--- config.mk ---
export PLATFORM = sky130hd
export DESIGN_NAME = lzfd_queue
export DESIGN_NICKNAME = d
export VERILOG_FILES = /design/src/rtl/lzfd_pkg.sv /design/src/rtl/lzfd_queue.sv
export SDC_FILE = /design/constraint.sdc
export NUM_CORES = 1
export LEC_CHECK = 0
export ABC_AREA = 1
export BUFFER_PORTS_ARGS = -buffer_cell sky130_fd_sc_hd__buf_2
export CAP_MARGIN = 40
export CORE_ASPECT_RATIO = 0.7
export CORE_MARGIN = 3
export CORE_UTILIZATION = 40
export CTS_BUF_LIST = sky130_fd_sc_hd__clkbuf_8
export DETAILED_ROUTE_END_ITERATION = 8
export GPL_ROUTABILITY_DRIVEN = 0
export RECOVER_POWER = 100
export SLEW_MARGIN = 20
export SYNTH_ARGS = -nofsm -noshare
export SYNTH_HDL_FRONTEND = slang
export SYNTH_SLANG_ARGS = --single-unit
--- constraint.sdc ---
create_clock -name clock -period 3.4 [get_ports clock]
set_input_delay 0.34 -clock clock [delete_from_list [all_inputs] [get_ports clock]]
set_output_delay 0.34 -clock clock [all_outputs]
set_load 0.005 [all_outputs]
--- src/rtl/lzfd_pkg.sv ---
// Shared types and constants of the LZSS frame decompressor.
`timescale 1ns / 1ps
`default_nettype none
package lzfd_pkg;

   localparam int HISTORY_DEPTH_DEF = 2048;
   localparam int DIST_W            = 11;
   localparam int LEN_W             = 6;
   localparam int QUEUE_DEPTH       = 4;
   localparam int CSR_ADDR_W        = 3;

   localparam logic [LEN_W-1:0] LEN_BIAS          = 6'd3;
   localparam logic [15:0]      FRAME_SIZE_RESET  = 16'd23040;
   localparam logic [7:0]       FRAME_TOTAL_RESET = 8'd16;
   localparam logic [3:0]       FLAG_COUNT        = 4'd8;

   // register index, taken from paddr[2]
   typedef enum logic {
      CSR_FRAME_SIZE  = 1'b0,
      CSR_FRAME_TOTAL = 1'b1
   } csr_index_type;

   typedef struct packed {
      logic [15:0] frame_size;
      logic [7:0]  frame_total;
      logic        size_wr;
   } cfg_type;

   // one decoded item: a literal or a match
   typedef struct packed {
      logic              is_match;
      logic [7:0]        lit;
      logic [LEN_W-1:0]  len;
      logic [DIST_W-1:0] back;
      logic              frame_end;
      logic              all_done;
   } cmd_type;

   typedef struct packed {
      logic [7:0] data;
      logic       run_last;
      logic       frame_end;
      logic       all_done;
   } rsp_type;

endpackage
`default_nettype wire

--- src/rtl/lzfd_queue.sv ---
// Short command queue between the front and back ends.
`timescale 1ns / 1ps
`default_nettype none
module lzfd_queue import lzfd_pkg::*; (
   input  wire logic    clock,
   input  wire logic    reset,
   input  wire logic    push,
   input  wire cmd_type push_cmd,
   output logic         full,
   input  wire logic    pop,
   output logic         head_valid,
   output cmd_type      head_cmd
);

   localparam int PTR_W = $clog2(QUEUE_DEPTH);
   localparam int CNT_W = $clog2(QUEUE_DEPTH + 1);

   cmd_type            slot_ff [QUEUE_DEPTH];
   logic [PTR_W-1:0]   wr_ptr_ff, wr_ptr_in;
   logic [PTR_W-1:0]   rd_ptr_ff, rd_ptr_in;
   logic [CNT_W-1:0]   count_ff, count_in;
   logic               do_push, do_pop;

   assign full       = (count_ff == CNT_W'(QUEUE_DEPTH));
   assign head_valid = (count_ff != '0);
   assign head_cmd   = slot_ff[rd_ptr_ff];
   assign do_push    = push & ~full;
   assign do_pop     = pop & head_valid;

   always_comb begin
      wr_ptr_in = do_push ? wr_ptr_ff + 1'b1 : wr_ptr_ff;
      rd_ptr_in = do_pop ? rd_ptr_ff + 1'b1 : rd_ptr_ff;
      count_in  = count_ff;
      if (do_push && !do_pop) begin
         count_in = count_ff + 1'b1;
      end else if (do_pop && !do_push) begin
         count_in = count_ff - 1'b1;
      end
   end

   // storage, no reset needed
   always_ff @(posedge clock) begin
      if (do_push) begin
         slot_ff[wr_ptr_ff] <= push_cmd;
      end
   end

   always_ff @(posedge clock) begin
      if (reset) begin
         wr_ptr_ff <= '0;
         rd_ptr_ff <= '0;
         count_ff  <= '0;
      end else begin
         wr_ptr_ff <= wr_ptr_in;
         rd_ptr_ff <= rd_ptr_in;
         count_ff  <= count_in;
      end
   end

endmodule
`default_nettype wire

Word-level counts from Yosys, hierarchy flattened
Memories as Yosys holds them, arrays and structs flattened. A register that Yosys moved wholly into a read port is not among the register bits.
Index checks and enable logic that the tools add are counted.
- input bits: 32
- bits in writable memories: 112
- register bits after elaboration: 7
- memories kept: 1
- memories (name ; words ; bits a word ; read ports ; clocked after Yosys merged registers in ; write ports ; line ; text):
    slot_ff ; 4 ; 28 ; 1 ; 1 ; 1 ; lzfd_queue.sv:18 ; cmd_type slot_ff [QUEUE_DEPTH];
- reductions and logical operators: 6
- muxes and demuxes: 6
- $add $sub $neg: 4
- equality and inequality tests: 1
- bitwise logic cells: 3
- operators by type and width (operator ; number):
    2-to-1 mux 3 bit ; 2
    adder 2 x 1 -> 2 bit (second input constant) ; 2
    2-to-1 mux 2 bit ; 2
    adder 3 x 1 -> 3 bit (second input constant) ; 1
    == test 3 bit (second input constant) ; 1
    nonzero test 3 bit ; 1
    subtractor 3 x 1 -> 3 bit (second input constant) ; 1
    AND 1 bit ; 2
    logical AND 1 bit ; 2
    zero test 1 bit ; 2
    2-to-1 mux 1 bit ; 2
    nonzero test 2 bit ; 1
    NOT 1 bit ; 1

Logic depth before layout (Yosys ltp)
- word-level depth: 7
- gate-level depth with buffers: 13
- depth with buffers taken out: 13

Worst setup path before layout
OpenSTA, ideal clock, no wires.
- path kind: reg-to-reg
- start point: reg count_ff[0]
- end point: mem slot_ff[0][0] (netlist name), enable pin
- cell stages (with the launch flop): 5
- slack: 1.138 ns
- path buffers: 0
- setup time: 0.413 ns
- arrival time: 1.849 ns
- cells stage by stage: dfxtp_1 -> nor2_1 -> nand2_1 -> nand2_1 -> nor2_1
- longest elaborated chain between the ends: 5
- ends and longest elaborated chain (element ; line ; text):
    from (decl) ; lzfd_queue.sv:21 ; logic [CNT_W-1:0] count_ff, count_in;
    from (signal assigned) ; lzfd_queue.sv:56 ; count_ff <= count_in;
    == test 3 bit ; lzfd_queue.sv:24 ; assign full = (count_ff == CNT_W'(QUEUE_DEPTH));
    NOT 1 bit ; lzfd_queue.sv:27 ; assign do_push = push & ~full;
    AND 1 bit ; lzfd_queue.sv:27 ;
    2-to-1 mux 1 bit ; lzfd_queue.sv:43 ; if (do_push) begin
    2-to-1 mux 1 bit (not written as such) ; lzfd_queue.sv:44 ; slot_ff[wr_ptr_ff] <= push_cmd;
    to (decl) ; lzfd_queue.sv:18 ;
Every way passes these cells.

==> Flow_metrics.wiki <==
{| class="wikitable"
! Metric !! Value
|-
| Remaining DRCs || 0
|-
| Area growth, synth to finish || 19.89%
|-
| Total standard cell area after synthesis || between 0.004 and 0.005 sq mm
|-
| Slowest cell on crit path || sky130_fd_sc_hd__clkbuf_2
|-
| Synth Area per Inst || approximately 14 sq um
|-
| Number of violations reported at the end of detailed-routing iteration 0 || between 200 and 250
|-
| Top library cells by usage in the layout, fill and taps aside || sky130_fd_sc_hd__edfxtp_1 (112), sky130_fd_sc_hd__nor2_1 (70), sky130_fd_sc_hd__o21ai_0 (48)
|-
| Placed instance count || 544
|-
| Endpoint of the worst hold path || rd_ptr_ff[0]
|-
| Most used cell, CP || sky130_fd_sc_hd__clkbuf_2
|-
| Area of the core region || ~0.011 sq mm
|-
| Most frequent standard cell in the layout excluding fill and tap cells || sky130_fd_sc_hd__edfxtp_1
|-
| Final net count || about 450
|-
| Detailed-route wire length || 8991 microns
|-
| Antenna diodes || 0
|-
| Fin crit share || between 70 and 80%
|-
| Total negative slack || 0 ns
|-
| Switching share of total power || between 20% and 30%
|-
| Class of the most critical hold timing path || in -> reg
|-
| Switching component of the power || about 1200 uW
|-
| Total Die Area || between 0.01 and 0.015 sq mm
|-
| Clock sink count || 121
|-
| Die width || 134.7 microns
|-
| Level count of the clock H-tree || 4
|-
| Insertion delay of the later-clocked pin in the worst-skew pair || around 0.42 ns
|-
| Pre-Repair DR Iteration Count || 5
|-
| Global Route Usage Sum || about 15%
|-
| Crit path buffers/inverters || 2
|-
| Cell area after layout || roughly 0.0056 sq mm
|-
| Post-synth cell types || 20
|-
| PortBufs || 61
|-
| Maximum resistive drop on vdd || 0.0003639 V
|-
| Number of antenna violations at the first check in global routing || 0
|-
| Max Fanout on Critical Path || between 50 and 60
|-
| Count of warnings emitted by yosys || 0
|-
| ANT nets after route || 0
|-
| Critical path data arrival time || approximately 2.3 ns
|-
| Fraction of power consumed by sequential logic || between 40% and 50%
|-
| Max-cap violations || 0
|-
| Number of non-filler instances in the completed layout || 577
|-
| R2r startpoint || count_ff[0]
|-
| Setup-failing EPs final || 0
|-
| CP cell instances || clkbuf_2 > o21ai_0 > o22ai_1 > clkbuf_2
|-
| CP top delay family || buffers and inverters
|-
| Pin count of the biggest net entering global routing || 57
|-
| Worst Hold Slack || 0.1364 ns
|-
| Shortest clock period the worst path allows after layout || 2.620 ns
|-
| Kind of critical path || reg -> out
|-
| Overall power consumption || 4203 uW
|-
| Peak per-stage delay on the critical path || roughly 0.81 ns
|-
| Internal portion of total power || around 3000 uW
|-
| Crit start category || flip-flop
|-
| Vias in the first global route || 2633
|-
| Num CTS Buffers || 17
|-
| Clk Tree Root Cell || sky130_fd_sc_hd__clkbuf_8
|-
| Maximum achievable frequency || approximately 380 MHz
|-
| Post-synthesis instance total || 340
|-
| Pleak || approximately 0.0019 uW
|-
| Grt total ovfl || 0
|-
| Setup repair after global routing missed its margin || false
|-
| Routed wire length per instance || 15.58 microns
|-
| Syn Nets || 378
|-
| Vertical die dimension || 96.08 microns
|-
| Critical Path End Type || primary output
|-
| Global-route wire length before repair || 14420 microns
|-
| Slew at the pin closest to its max-slew limit || between 1 and 1.5 ns
|-
| Bufs on Longest Clock Path || 2
|-
| CP required || 3.06 ns
|-
| DP Area || between 0.005 and 0.006 sq mm
|-
| Vias after detailed routing || 2790
|-
| Initial standard-cell utilization of the core || just over 40%
|-
| Total of flip-flops plus latches after synthesis || approximately 120
|-
| CTS tree || yes
|-
| DR vias/cell || about 4.8
|-
| Depth of the worst register-to-register path || 5
|-
| Fraction of layout instances using a drive strength above 1 || 13.21%
|-
| PostCTS Resize Cnt || 0
|-
| Hold violation total from the final report || 0
|-
| Count of standard-cell rows || 32
|-
| FF-to-FF End || slot_ff[2][7]
|-
| Max-slew headroom at the worst pin || under 10%
|-
| Hold path start || reset
|-
| # Post-CTS Setup Buffers || 0
|-
| Seq/Total Area, Yosys || between 70% and 80%
|-
| Number of hold buffers added after cts || 0
|-
| Part of the power in combinational logic || about 22%
|-
| Clk pin slew, worst setup/hold paths || around 0.070 ns
|-
| Clock power share || 33.6%
|-
| Cell Pwr Density || 756.0 mW/mm^2
|-
| Boundary pin count || 62
|-
| Outcome || complete, no violations
|-
| Final Skew || 0.008963 ns
|-
| Max-slew violations || 0
|-
| Setup slack, reg-to-reg || slightly below 1 ns
|-
| Detailed Place HPWL || 5576 microns
|-
| Worst hold path depth || 2
|}
## layout make-up
type                    count  area (sq um)
inverters                  17         63.81
clock inverters            15         206.4
flip-flops and latches    121          3545
well taps                 153         191.4
multi-input cells         185         913.4
fillers                  1022          5612
repair buffers             69         405.4
clock buffers              17         234.0
## metrics by stage
step / utilization, % / setup WS (ns)
after floorplan: - / 1.138
after CTS: 50.44 / 0.6425
after global routing: 49.76 / 0.5449
after detailed placement: 46.49 / 1.118
after global placement: 45.33 / 1.156
final: 49.76 / 0.7796
## worst reg2reg max path: cells and delay by family, from the launching register on
kind	cells	cell delay, ns
buffers and inverters	1	0.24
flip-flops	1	0.39
AND/OR/NAND/NOR	4	1.49
## synthesized netlist by cell type
cell                         n  area [sq um]
sky130_fd_sc_hd__nor2_1     70         262.8
sky130_fd_sc_hd__clkinv_1    1         3.750
sky130_fd_sc_hd__inv_2       1         3.750
sky130_fd_sc_hd__buf_6       6         67.56
sky130_fd_sc_hd__ha_1        5         62.56
sky130_fd_sc_hd__o22ai_1    28         175.2
sky130_fd_sc_hd__buf_4       1         7.510
sky130_fd_sc_hd__xor2_1      1         8.760
sky130_fd_sc_hd__a21oi_1     3         15.01
sky130_fd_sc_hd__buf_2       3         15.01
sky130_fd_sc_hd__nand2_1    15         56.30
sky130_fd_sc_hd__o21ai_0    42         210.2
sky130_fd_sc_hd__dfxtp_1     9         180.2
sky130_fd_sc_hd__nand3_1     4         20.02
sky130_fd_sc_hd__nand3b_1    1         7.510
sky130_fd_sc_hd__edfxtp_1  112          3363
sky130_fd_sc_hd__fa_1        1         20.02
sky130_fd_sc_hd__o21ai_1    15         75.07
sky130_fd_sc_hd__inv_1      15         56.30
sky130_fd_sc_hd__clkbuf_1    7         26.28
## sequential cells by signal, summed over array words and instances (netlist names), named ones only
signal	count
slot_ff	112
count_ff	3
rd_ptr_ff	2
wr_ptr_ff	2
## worst max-delay path by stage
stage / start / endpoint / cells after the start
after floorplan: count_ff[0] / slot_ff[0][0] / 4
after global placement: flip-flop / head_cmd[9] / 5
after detailed placement: flip-flop / head_cmd[6] / 5
after CTS: flip-flop / head_cmd[6] / 5
after global routing: flip-flop / head_cmd[22] / 4
final: flip-flop / head_cmd[22] / 4
## power groups by stage
stage | clock, uW | combinational, uW | sequential, uW
after CTS | 1450 | 988 | 1860
after global routing | 1520 | 1060 | 1880
after detailed placement | 0 | 983 | 1890
after floorplan | 0 | 591 | 1890
after global placement | 0 | 907 | 1890
final | 1410 | 927 | 1860
## routing by layer
| metal | vias up | share of wire (%) | track usage, % |
|---|---|---|---|
| met3 | 8 | 5.7 | 4.702 |
| met4 | 0 | 0.92 | 5.085 |
| met1 | 1327 | 48 | 20.95 |
| met2 | 74 | 45 | 22.42 |
| met5 | - | 0 | 0 |
| li1 | 1381 | - | - |
## cell families after synthesis
group / after synthesis / synth area share [%]
AOI/OAI and AO/OA: 88 / 10.25
xor gates and xnor gates: 1 / 0.1889
adders and majority gates: 6 / 1.781
buffers and inverters: 34 / 3.885
DFF: 121 / 76.42
and+or+nand+nor: 90 / 7.474
(Power assumes the default switching activity.)
