## src/rtl/lzfd_pkg.sv

```systemverilog
// Shared types and constants of the LZSS frame decompressor.
`timescale 1ns / 1ps
`default_nettype none
package lzfd_pkg;

   localparam int HISTORY_DEPTH_DEF = 2048;
   localparam int DIST_W            = 11;
   localparam int LEN_W             = 6;
   localparam int QUEUE_DEPTH       = 4;
   localparam int CSR_ADDR_W        = 3;

   localparam logic [LEN_W-1:0] LEN_BIAS          = 6'd3;
   localparam logic [15:0]      FRAME_SIZE_RESET  = 16'd23040;
   localparam logic [7:0]       FRAME_TOTAL_RESET = 8'd16;
   localparam logic [3:0]       FLAG_COUNT        = 4'd8;

   // register index, taken from paddr[2]
   typedef enum logic {
      CSR_FRAME_SIZE  = 1'b0,
      CSR_FRAME_TOTAL = 1'b1
   } csr_index_type;

   typedef struct packed {
      logic [15:0] frame_size;
      logic [7:0]  frame_total;
      logic        size_wr;
   } cfg_type;

   // one decoded item: a literal or a match
   typedef struct packed {
      logic              is_match;
      logic [7:0]        lit;
      logic [LEN_W-1:0]  len;
      logic [DIST_W-1:0] back;
      logic              frame_end;
      logic              all_done;
   } cmd_type;

   typedef struct packed {
      logic [7:0] data;
      logic       run_last;
      logic       frame_end;
      logic       all_done;
   } rsp_type;

endpackage
`default_nettype wire

```

## src/rtl/lzfd_front.sv

```systemverilog
// Front end: parses flag bytes and tokens, keeps frame accounting, issues item commands.
`timescale 1ns / 1ps
`default_nettype none
module lzfd_front import lzfd_pkg::*; #(
   parameter int HISTORY_DEPTH = HISTORY_DEPTH_DEF
) (
   input  wire logic       clock,
   input  wire logic       reset,
   input  wire cfg_type    cfg,
   input  wire logic       req_valid,
   output logic            req_ready,
   input  wire logic [7:0] req_in_byte,
   input  wire logic       q_full,
   output logic            q_push,
   output cmd_type         q_cmd
);

   localparam int MOD_STEPS = (2 ** DIST_W) / HISTORY_DEPTH;
   localparam logic [DIST_W:0] DEPTH_V = (DIST_W + 1)'(HISTORY_DEPTH);

   typedef enum logic [1:0] {
      PH_FLAG = 2'd0,
      PH_ITEM = 2'd1,
      PH_HIGH = 2'd2
   } phase_type;

   phase_type   phase_ff, phase_in;
   logic [7:0]  flag_bits_ff, flag_bits_in;
   logic [3:0]  flag_index_ff, flag_index_in;
   logic [7:0]  token_low_ff, token_low_in;
   logic [15:0] bytes_left_ff, bytes_left_in;
   logic [7:0]  frames_done_ff, frames_done_in;

   logic             accept;
   logic             done;
   logic             flag_bit;
   logic             item_done;
   logic [LEN_W-1:0] item_len;
   logic [15:0]      left_dec;
   logic             frame_hit;
   logic [7:0]       frames_inc;
   logic [3:0]       index_inc;
   logic [DIST_W:0]  back_mod;

   assign req_ready = ~q_full;
   assign accept    = req_valid & ~q_full;
   assign done      = (frames_done_ff >= cfg.frame_total);
   assign flag_bit  = flag_bits_ff[flag_index_ff[2:0]];

   // item length: one for a literal, token length for a match
   assign item_len  = (phase_ff == PH_HIGH) ? ({1'b0, req_in_byte[7:3]} + LEN_BIAS)
                                            : LEN_W'(1);
   assign left_dec  = (bytes_left_ff > {10'b0, item_len}) ?
                      (bytes_left_ff - {10'b0, item_len}) : 16'd0;
   assign frame_hit = (left_dec == 16'd0);
   assign frames_inc = frames_done_ff + 8'd1;
   assign index_inc  = flag_index_ff + 4'd1;

   // distance plus one, reduced modulo the ring depth
   always_comb begin
      back_mod = {1'b0, req_in_byte[2:0], token_low_ff} + (DIST_W + 1)'(1);
      for (int i = 0; i < MOD_STEPS; i++) begin
         if (back_mod >= DEPTH_V) begin
            back_mod = back_mod - DEPTH_V;
         end
      end
   end

   // next state
   always_comb begin
      phase_in       = phase_ff;
      flag_bits_in   = flag_bits_ff;
      flag_index_in  = flag_index_ff;
      token_low_in   = token_low_ff;
      bytes_left_in  = bytes_left_ff;
      frames_done_in = frames_done_ff;
      item_done      = 1'b0;

      if (accept && !done) begin
         case (phase_ff)
            PH_ITEM: begin
               if (flag_bit) begin
                  token_low_in = req_in_byte;
                  phase_in     = PH_HIGH;
               end else begin
                  item_done = 1'b1;
               end
            end
            PH_HIGH: begin
               item_done = 1'b1;
            end
            default: begin
               flag_bits_in  = req_in_byte;
               flag_index_in = 4'd0;
               phase_in      = PH_ITEM;
            end
         endcase
      end

      if (item_done) begin
         flag_index_in = index_inc;
         if (frame_hit) begin
            bytes_left_in  = cfg.frame_size;
            frames_done_in = frames_inc;
            flag_index_in  = FLAG_COUNT;
            phase_in       = PH_FLAG;
         end else begin
            bytes_left_in = left_dec;
            phase_in      = (index_inc >= FLAG_COUNT) ? PH_FLAG : PH_ITEM;
         end
      end

      // frame size write reloads the byte count
      if (cfg.size_wr) begin
         bytes_left_in = cfg.frame_size;
      end
   end

   // command to the back end
   always_comb begin
      q_push          = item_done;
      q_cmd.is_match  = (phase_ff == PH_HIGH);
      q_cmd.lit       = req_in_byte;
      q_cmd.len       = item_len;
      q_cmd.back      = back_mod[DIST_W-1:0];
      q_cmd.frame_end = frame_hit;
      q_cmd.all_done  = frame_hit && (frames_inc >= cfg.frame_total);
   end

   always_ff @(posedge clock) begin
      if (reset) begin
         phase_ff       <= PH_FLAG;
         flag_bits_ff   <= 8'd0;
         flag_index_ff  <= FLAG_COUNT;
         token_low_ff   <= 8'd0;
         bytes_left_ff  <= FRAME_SIZE_RESET;
         frames_done_ff <= 8'd0;
      end else begin
         phase_ff       <= phase_in;
         flag_bits_ff   <= flag_bits_in;
         flag_index_ff  <= flag_index_in;
         token_low_ff   <= token_low_in;
         bytes_left_ff  <= bytes_left_in;
         frames_done_ff <= frames_done_in;
      end
   end

endmodule
`default_nettype wire

```

## config.mk

```make
export PLATFORM = sky130hd
export DESIGN_NAME = lzfd_front
export DESIGN_NICKNAME = d
export VERILOG_FILES = /design/src/rtl/lzfd_pkg.sv /design/src/rtl/lzfd_front.sv
export SDC_FILE = /design/constraint.sdc
export NUM_CORES = 1
export LEC_CHECK = 0
export BUFFER_PORTS_ARGS = -buffer_cell sky130_fd_sc_hd__buf_2
export CAP_MARGIN = 20
export CORE_ASPECT_RATIO = 2
export CORE_MARGIN = 5
export CORE_UTILIZATION = 40
export CTS_BUF_LIST = sky130_fd_sc_hd__clkbuf_8
export DETAILED_ROUTE_END_ITERATION = 12
export PLACE_DENSITY = 0.71
export SLEW_MARGIN = 20
export SYNTH_ARGS = -nofsm -noshare
export SYNTH_HDL_FRONTEND = slang
export SYNTH_SLANG_ARGS = --single-unit
```

## constraint.sdc

```tcl
create_clock -name clock -period 3.1 [get_ports clock]
set_input_delay 0.155 -clock clock [delete_from_list [all_inputs] [get_ports clock]]
set_output_delay 0.155 -clock clock [all_outputs]
set_load 0.02 [all_outputs]
```

# Word level (Yosys, flattened, before mapping)
# Index checks and enable logic that the tools add are counted.
# classes
muxes	21
order_cmp	6
eq_ne	5
bitwise	3
reduce_logical	12
addsub	6
# op_table
operator	n
16-bit 2-to-1 mux	4
8-bit >= comparator	2
16-bit by 6-bit > comparator with 1-bit output	1
16-bit zero test	1
4-bit 2-to-1 mux	4
16-bit by 6-bit subtractor with 16-bit output	1
11-bit by 1-bit adder with 12-bit output (second input constant)	1
12-bit >= comparator (second input constant)	1
11-bit 2-to-1 mux	1
11-bit by 1-bit subtractor with 11-bit output (second input constant)	1
8-bit by 1-bit adder with 8-bit output (second input constant)	1
5-bit by 2-bit adder with 6-bit output (second input constant)	1
2-bit 2-to-1 mux	3
6-bit 2-to-1 mux	1
2-bit AND reduction	3
3-bit AND reduction	2
1-bit 2-to-1 mux	5
4-bit by 1-bit adder with 4-bit output (second input constant)	1
4-bit >= comparator (second input constant)	1
3-bit by 4-bit less-than comparator with 1-bit output (second input constant)	1
2-bit one-hot mux with 2 select lines	1
2-bit nonzero test	2
1-bit binary-select mux with 3-bit select	1
3-bit inequality test (second input constant)	1
10 further kinds	12
# word_totals
word_cells	59
in_bits	37
ff_bits	46
out_inout_bits	30

# Logic depth before layout (Yosys ltp)
# depth
ltp_word	8
depth_mapped	15
mapped_depth_nobuf	13

# Worst setup path after synthesis
# Ideal clock, no wire load.
# synth_path
path_kind	flip-flop to flip-flop
from	register phase_ff[0]
to	register frames_done_ff[0]
n_path_buf	1
setup_time_ps	121
period_less_slack_ps	3533
stages_incl_launch_ff	14
setup_slack_ps	-433
arrival_time_ps	3413
t_required_ps	2979
cell_sequence	dfxtp_1 > inv_1 > ha_1 > nand2_1 > or3_1 > ha_1 > clkbuf_2 > and3_1 > o21a_2 > o21ai_0 > a2111oi_2 > o2111ai_4 > a21oi_2 > mux2_2
# synth_rtl
item	line	rtl
from (decl)	lzfd_front.sv:27	phase_type phase_ff, phase_in;
from (signal assigned)	lzfd_front.sv:139	phase_ff <= phase_in;
to (signal assigned)	lzfd_front.sv:144	frames_done_ff <= frames_done_in;
to (decl)	lzfd_front.sv:32	logic [7:0] frames_done_ff, frames_done_in;

# Worst setup path in the final report
# layout_path
from	register phase_ff[0]
to	register frames_done_ff[6]
# layout_between
elab_chain_len	6
elab_cells_between_ends	10
classes_between	add/sub (1); order compare (1); eq/ne (2); mux (4); reduce/logical (2)
# layout_rtl
item	line	rtl
2-bit equality test	lzfd_front.sv:51, lzfd_front.sv:80	
6-bit 2-to-1 mux	lzfd_front.sv:51	assign item_len = (phase_ff == PH_HIGH) ? ({1'b0, req_in_byte[7:3]} + LEN_BIAS)
16-bit by 6-bit subtractor with 16-bit output / 16-bit by 6-bit > comparator with 1-bit output (equally long branches)	lzfd_front.sv:54, lzfd_front.sv:53	
16-bit 2-to-1 mux	lzfd_front.sv:53	assign left_dec = (bytes_left_ff > {10'b0, item_len}) ?
16-bit zero test	lzfd_front.sv:55	assign frame_hit = (left_dec == 16'd0);
2-bit AND reduction (no source line) (*)	n/a	
# Mark *: on every way between the ends. The rest lies on a longest branch, timed or not.
# A chain may end at the register's enable or synchronous reset.

==> run summary <==
Synth async-reset ratio -> 0%
Via Count -> 4068
Syn Nets -> 535
Post-route antenna net violation count -> 0
Antenna Cells -> 0
Die width -> 78.8 um
Syn. warnings -> 0
RD Place Congestion -> 0.910
Fin nets -> 664
Share of the synthesized area in the top cell type -> 24.3%
DR WL/cell -> 16.7 um
Outcome -> finished, violations left
Startpoint Class -> register
Gr usage total -> 19.8%
Vias in the first global route -> 4123
Final Max Tran Viols -> 0
CP Capture Type -> register
Top cells by area, synth -> dfxtp_1, ha_1, a21oi_1, nor2_1, nand2_1
CTS buffer count -> 5
Initial antenna violation count -> 0
Layout cell share with drive strength beyond 1 -> 40.1%
Clock skew -> 0.0130 ns
Max FO, Critical Path -> 9
Sequential fraction of the synthesis area -> 24.3%
I/O pin count -> 67
Setup TNS -> -2.98 ns
Failing checks -> setup timing
Flops & latches, synth -> 46
Largest net degree at the start of global routing -> 29
PwrDens -> 320 nW/um^2
DIE AREA -> 11600 sq um
Vias per cell -> 5.79
Area grow syn2layout -> 37.5%
RR Endpoint -> frames_done_ff[6]
Min-delay src -> cfg[23]
First-pass GRT wire length -> 18800 um
Main synth FF type -> dfxtp_1
# DRC -> 0
Synth unique cells -> 69
Post-Syn Area per Cell -> 8.08 sq um
Initial DRC count -> 150
Hold Path Sink -> bytes_left_ff[14]
Pleak -> 0.00233 uW
Setup-failing EPs final -> 23
Root Buffer -> clkbuf_8
Final Util -> 55.9%
R2r setup slk -> -0.25 ns
Hold Fails Final Rpt -> 0
R2R Path Start -> phase_ff[0]
Max VDD drop -> 0.000241 V
Clk sinks -> 46
Max-cap violations -> 0
Core ar. -> 9320 sq um
Crit share post-route -> 108%
Worst EP required -> 3.32 ns
Routed WL -> 11700 um
Htree depth -> 2
Post-Synthesis Cells -> 469
Post-synthesis cell area -> 3790 sq um
Clk_lat worst skew -> 0.33 ns
Power, Total -> 1670 uW
Initial Util -> 40.6%
Most common cell in the netlist -> dfxtp_1
Post-DP HPWL -> 8900 um
Most frequent cells after synthesis -> dfxtp_1, nor2_1, nand2_1
RSZ-0062 raised after global routing -> yes
Port bufs -> 66
WP data arrival -> 3.57 ns
FF-to-FF path depth -> 13
Pre-Repair DR Iteration Count -> 4
Leading area contributor after synthesis -> dfxtp_1
CTS Buffer Depth -> 2
Hold depth -> 2
Die Y -> 148 um
Setup WS post-layout -> -0.252 ns
Hold/Removal Path Class -> in -> reg
Fmax -> 0.298 GHz
CTS tree -> done
Grt ovf -> 0
Clock slew at reported path FFs -> 0.10 ns
Critical path type -> reg -> reg
Row cnt -> 50
Number of synthesized flops with an enable pin -> 0
Least-Margin Pin Slew -> 0.602 ns
Rel. slew slack -> 59.5%
Minimum clock period -> 3.35 ns
## how the worst max path moves through the flow
| stage | startpoint | slack (ns) | cells past startpoint | to |
|---|---|---|---|---|
| floorplan | phase_ff[0] | -0.03 | 13 | frames_done_ff[0] |
| global placement | req_in_byte[3] | -0.29 | 14 | frames_done_ff[7] |
| detailed placement | req_in_byte[3] | -0.34 | 17 | bytes_left_ff[1] |
| CTS | phase_ff[0] | -0.22 | 13 | q_cmd[0] |
| global route | phase_ff[0] | -0.37 | 13 | q_cmd[0] |
| finish | phase_ff[0] | -0.25 | 13 | frames_done_ff[6] |
## layout make-up
class	instances	area, sq um
Multi-Input combinational cell	363	2910
Inverter	29	109
Sequential cell	46	923
Tap cell	104	130
Clock buffer	5	68.8
Clock inverter	3	25.0
Fill cell	831	4110
Timing Repair Buffer	153	1040
## where the power goes
group | switching [uW] | leakage (uW) | internal [uW]
Sequential | 31.8 | 0.000376 | 618
Combinational | 306 | 0.00191 | 290
Clock | 258 | 0.0000447 | 164
Total | 596 | 0.00233 | 1070
## cell usage in the layout (no fill, tap or decap), types with 4 or more instances in the layout
| cell | count |
|---|---|
| nand3_2 | 4 |
| a21oi_1 | 26 |
| mux2i_1 | 11 |
| nor2_1 | 39 |
| ha_1 | 22 |
| nand4_1 | 8 |
| buf_4 | 75 |
| buf_6 | 14 |
| nor4_1 | 4 |
| xnor2_1 | 13 |
| a31oi_1 | 5 |
| clkbuf_8 | 5 |
| nand2b_1 | 7 |
| xor2_1 | 10 |
| ha_4 | 6 |
| nor2b_1 | 13 |
| o21ai_2 | 6 |
| nor3_1 | 6 |
| inv_1 | 26 |
| dfxtp_1 | 44 |
| mux2_2 | 7 |
| a22oi_1 | 5 |
| o21ai_0 | 9 |
| nand3_1 | 19 |
| a21oi_2 | 5 |
| nand2_1 | 34 |
| a21o_1 | 5 |
| and3_1 | 10 |
| o22ai_1 | 4 |
| buf_2 | 64 |
## through the flow
stage          area, sq um  setup WS, ns  cells  hold slack [ns]
6_report              5210        -0.252    703           0.0219
2_1_floorplan         3840       -0.0254    469            0.265
4_1_cts               5070        -0.216    701           0.0260
5_1_grt               5210        -0.368    703           0.0364
3_3_place_gp          4710        -0.285    687            0.351
3_5_place_dp          4710        -0.345    687            0.361
## metal layers
layer	global-route usage [%]	vias to the layer above	part of all wire, %
li1	-	1955	-
met1	20.2	1946	37
met2	37.0	131	54
met3	3.23	36	4.5
met4	11.3	0	4.4
met5	0	-	0
## worst max-delay path, cell delays in order, from the launching register on
cell       delay, ns
dfxtp_2         0.34
inv_2           0.06
ha_4            0.15
nand2_2         0.05
or3_4           0.42
ha_4            0.26
and3_4          0.21
o21a_4          0.13
o31a_1          0.28
nor4_4          0.36
o2111ai_4       0.23
buf_6           0.21
a21oi_1         0.17
mux2_2          0.36
## cell families (layout without fill, tap and decap cells)
family,after synthesis,after routing,share of synthesized area (%)
AOI/OAI and AO/OA,120,120,23.0
xor gates and xnor gates,23,23,5.32
adders and majority gates,29,29,9.78
buffers and inverters,60,190,7.69
DFF,46,46,24.3
muxes,21,21,6.47
and+or+nand+nor,170,170,23.4
## flip-flops by register name, summed over array words and instances (netlist names)
| register | count |
|---|---|
| bytes_left_ff | 16 |
| flag_bits_ff | 8 |
| flag_index_ff | 4 |
| frames_done_ff | 8 |
| phase_ff | 2 |
| token_low_ff | 8 |
## timing repair
action,CTS,global route
hold buffers,0,0
gates cloned,0,0
buffers inserted,7,4
hold endpoints to repair,0,0
setup endpoints to repair,31,31
pin swaps,17,28
resized for setup,47,32
(Power assumes the default switching activity.)
